<file path="src/hw/rtl/icc_pkg.sv">
// ----------------------------------------------------------------------------
// icc_pkg
// Shared sizes, register indexes and control types for the crop window
// with claim map.
// ----------------------------------------------------------------------------
package icc_pkg;

    localparam int MAX_WIDTH   = 256;
    localparam int MAX_HEIGHT  = 256;
    localparam int STORE_DEPTH = MAX_WIDTH * MAX_HEIGHT;
    localparam int ADDR_W      = (STORE_DEPTH > 1) ? $clog2(STORE_DEPTH) : 1;

    localparam int COORD_W = 16;
    localparam int PIXEL_W = 32;
    localparam int DIM_W   = 9;
    localparam int CFG_IDX_W  = 8;
    localparam int CFG_DATA_W = 16;

    localparam logic [PIXEL_W-1:0] RGB_MASK = 32'h00FF_FFFF;

    localparam logic ACT_WRITE = 1'b0;
    localparam logic ACT_FETCH = 1'b1;

    typedef enum logic [CFG_IDX_W-1:0] {
        REG_IMAGE_WIDTH      = 8'd0,
        REG_IMAGE_HEIGHT     = 8'd1,
        REG_HAS_ALPHA        = 8'd2,
        REG_CHECK_DUPLICATES = 8'd3
    } t_reg_idx;

    typedef struct packed {
        logic clear;
        logic capture;
        logic access;
        logic finish;
    } t_cmd;

    typedef struct packed {
        logic clear_done;
        logic out_busy;
    } t_sts;

endpackage

</file>
<file path="src/hw/rtl/icc_ctrl.sv">
// ----------------------------------------------------------------------------
// icc_ctrl
// Sequencer: claim map clear after reset, then capture, memory access and
// result hand-off for each item.
// ----------------------------------------------------------------------------
module icc_ctrl
    import icc_pkg::*;
(
    input  logic i_clk,
    input  logic i_rst_n,
    input  logic i_in_valid,
    output logic o_in_ready,
    input  t_sts i_sts,
    output t_cmd o_cmd
);

    typedef enum logic [1:0] {
        S_CLEAR,
        S_IDLE,
        S_ACCESS,
        S_FINISH
    } t_state;

    t_state r_state;

    always_ff @(posedge i_clk) begin
        if (!i_rst_n) begin
            r_state <= S_CLEAR;
        end else begin
            case (r_state)
                S_CLEAR: begin
                    if (i_sts.clear_done) r_state <= S_IDLE;
                end
                S_IDLE: begin
                    if (i_in_valid) r_state <= S_ACCESS;
                end
                S_ACCESS: begin
                    r_state <= S_FINISH;
                end
                S_FINISH: begin
                    if (!i_sts.out_busy) r_state <= S_IDLE;
                end
                default: begin
                    r_state <= S_CLEAR;
                end
            endcase
        end
    end

    always_comb begin
        o_cmd         = '0;
        o_cmd.clear   = (r_state == S_CLEAR);
        o_cmd.capture = (r_state == S_IDLE) && i_in_valid;
        o_cmd.access  = (r_state == S_ACCESS);
        o_cmd.finish  = (r_state == S_FINISH) && !i_sts.out_busy;
    end

    assign o_in_ready = (r_state == S_IDLE);

endmodule

</file>
<file path="config.mk">
export PLATFORM = sky130hd
export DESIGN_NAME = icc_ctrl
export DESIGN_NICKNAME = d
export VERILOG_FILES = /design/src/hw/rtl/icc_pkg.sv /design/src/hw/rtl/icc_ctrl.sv
export SDC_FILE = /design/constraint.sdc
export NUM_CORES = 1
export LEC_CHECK = 0
export ABC_CLOCK_PERIOD_IN_PS = 1550
export BUFFER_PORTS_ARGS = -buffer_cell sky130_fd_sc_hd__buf_4
export CORE_AREA = 8 8 45 47
export DETAILED_ROUTE_END_ITERATION = 16
export DIE_AREA = 0 0 53 55
export GPL_TIMING_DRIVEN = 0
export SETUP_SLACK_MARGIN = 0.02
export SKIP_LAST_GASP = 1
export SYNTH_ARGS = -nofsm -noshare
export SYNTH_HDL_FRONTEND = slang
export SYNTH_SLANG_ARGS = --single-unit
</file>
<file path="constraint.sdc">
create_clock -name i_clk -period 1.55 [get_ports i_clk]
set_input_delay 0.2325 -clock i_clk [delete_from_list [all_inputs] [get_ports i_clk]]
set_output_delay 0.2325 -clock i_clk [all_outputs]
set_load 0.1 [all_outputs]
</file>
==> summary.md <==
| Metric | Value |
|---|---|
| PnR worst setup slack | 0.1135 ns |
| Vias | about 170 |
| Nets@finish | 45 |
| GR Util All Layers | 0.03110 |
| Synth top cells by count | ha_1, inv_1, nand2_1 |
| Initial antenna violation count | 0 |
| Peak Freq | between 600 and 700 MHz |
| Uppermost layer routed | met3 |
| Std-Cell Core Area | approximately 1400 um^2 |
| Ports | 10 |
| Slew Limit Fails | 0 |
| #FFs+latches synth | 2 |
| Fin crit period | roughly 1.4 ns |
| Register area share after synthesis | 0.2133 |
| Synth cell types | 9 |
| RSZ-0062 raised after global routing | no |
| Layout fillers | roughly 160 |
| CTS sink count | 2 |
| Routed wl met3 | 56 um |
| Reg2reg setup slack | 0.39 ns |
| Tcrit/Tclk final | 0.9268 |
| Largest net degree at the start of global routing | 6 |
| Max-cap violations | 0 |
| Worst clock skew | around 0.0031 ns |
| Largest register FFs | 2 |
| Number of instances in the placed design | 46 |
| Largest reg by FF count | r_state |
| Final std cells w/o fill | 49 |
| Routed met1 length | approximately 160 um |
| Post-synth EDFFs | 0 |
| Top-count cell post-synth | ha_1 |
| # rows | 14 |
| Biggest regs | r_state: 2 flops |
| Drt first-iter violations | 1 |
| Gp weighted congestion | around 0.64 |
| Hold Path Class | input port to flop |
| Main area contributors after synthesis | ha_1, dfxtp_1, mux2i_1 |
| Worst slew pin tran | between 0.2 and 0.3 ns |
| Crit end category | primary output |
| Remaining DRCs | 0 |
| Global-route wire length before repair | just under 600 um |
| TritonCTS clock tree | yes |
| Initial DRT Pass Iterations | 2 |
| Fraction of registers with async set/reset | 0 |
| Fin. Hold Viols | 0 |
| Slew headroom | 0.8152 |
| Die height | between 50 and 60 um |
| # diodes | 0 |
| Post-CTS Repair Setup Buffers | 0 |
| TritonCTS buffer count | 3 |
| Top cell type's share of synthesized area | 0.3333 |
| Root Driver | clkbuf_4 |
| Wire length per cell | between 7 and 8 um |
| Die area | around 2900 um^2 |
| H-tree Lvls | 1 |
| Starting Density | 0.1356 |
| Via-to-Cell Ratio | between 3 and 4 |
| Crit path arrival time | approximately 1.2 ns |
| Clock slew at reported path FFs | 0.03 ns |
| Final Core Density | 0.2242 |
| Vias in the first global route | 157 |
| Crit path max fanout | 5 |
| Syn Area/Cell | roughly 9 um^2 |
| Prevailing post-synth register cell | dfxtp_1 |
| Area leader, netlist | ha_1 |
| WP data required | 1.32 ns |
| Setup-failing EPs final | 0 |
| WL met2 | about 160 um |
| Routed wire length | roughly 380 um |
| Synth Net Count | 31 |
| Critical path class | flop to primary output |
| Synth Warn # | 0 |
| ANT nets after route | 0 |
| Area growth syn-to-layout | 65.33% |
| Count of input and output buffers | 9 |
| Max clock buf depth | 2 |
| CP startpoint kind | flop |
| Post-Synthesis Cell Area | between 150 and 200 um^2 |
| Layout cells sized above 1 | 0.5152 |
| Worst hold slack | ~0.3 ns |
| Clk_lat worst skew | approximately 0.22 ns |
| Cell count after synthesis | 21 |
| Worst slack, placed | ~0.29 ns |
| Die X-Extent | approximately 53 um |
| Remaining global-route overflow | 0 |
| Outcome | completed |
-- cell usage in the layout (no fill, tap or decap) --
master / instances
inv_1: 4
o221ai_2: 1
ha_2: 2
clkbuf_4: 3
dfxtp_1: 2
nor2b_2: 1
nand2_1: 4
and2_4: 1
nand2b_1: 1
ha_1: 3
mux2i_1: 2
buf_4: 8
buf_6: 1
-- per-stage QoR --
stage / instance area (um^2) / setup TNS, ns
final: 310.3 / 0
after global routing: 310.3 / 0
after CTS: 306.5 / 0
after detailed placement: 284.0 / 0
after global placement: 284.0 / 0
after floorplan: 196.4 / -0.1183
-- logic make-up (layout without fill, tap and decap cells) --
kind of cell,count (synthesis),count (layout),share of synthesized area
AO/OA/AOI/OAI,1,1,0.07998
buffers and inverters,4,16,0.07998
AND/OR/NAND/NOR,7,7,0.1867
adder cells (fa/ha/maj),5,5,0.3333
multiplexers,2,2,0.1067
flip-flops,2,2,0.2133
-- metal layers --
layer  global-route usage  up-vias
met2              0.04102        8
met1              0.02118       72
met4              0.05172        0
met3              0.02674        0
li1                     -       89
met5                    0        -
-- worst max-delay path: stages (launching register included) --
cell and delay (ns):
dfxtp_1 0.39, ha_1 0.18, nor2b_2 0.12, buf_4 0.29
-- what timing repair did --
item,CTS,global route
resized for setup,0,1
endpoints found under the setup margin,0,1
hold buffers,0,0
-- worst paths after layout --
check	startpoint	end	depth (start not counted)
hold / removal	i_rst_n	r_state[1]$_SDFFE_PN0P_	3
setup reg to reg	r_state[1]$_SDFFE_PN0P_	r_state[0]$_SDFFE_PN0P_	5
hold reg to reg	r_state[1]$_SDFFE_PN0P_	r_state[1]$_SDFFE_PN0P_	2
setup / recovery	r_state[0]$_SDFFE_PN0P_	o_cmd[0]	3
-- layout make-up --
cell class / count / area (um^2) / area share
clock buffers: 3 / 22.52 / 0.07258
inverters: 4 / 15.01 / 0.04839
multi-input cells: 15 / 141.4 / 0.4556
flip-flops and latches: 2 / 40.04 / 0.1290
well taps: 16 / 20.02 / 0.06452
repair buffers: 9 / 71.32 / 0.2298
Power is left out: the tool's default activity adds up to more than one toggle a clock period on the data nets, which glitch-free logic cannot reach.
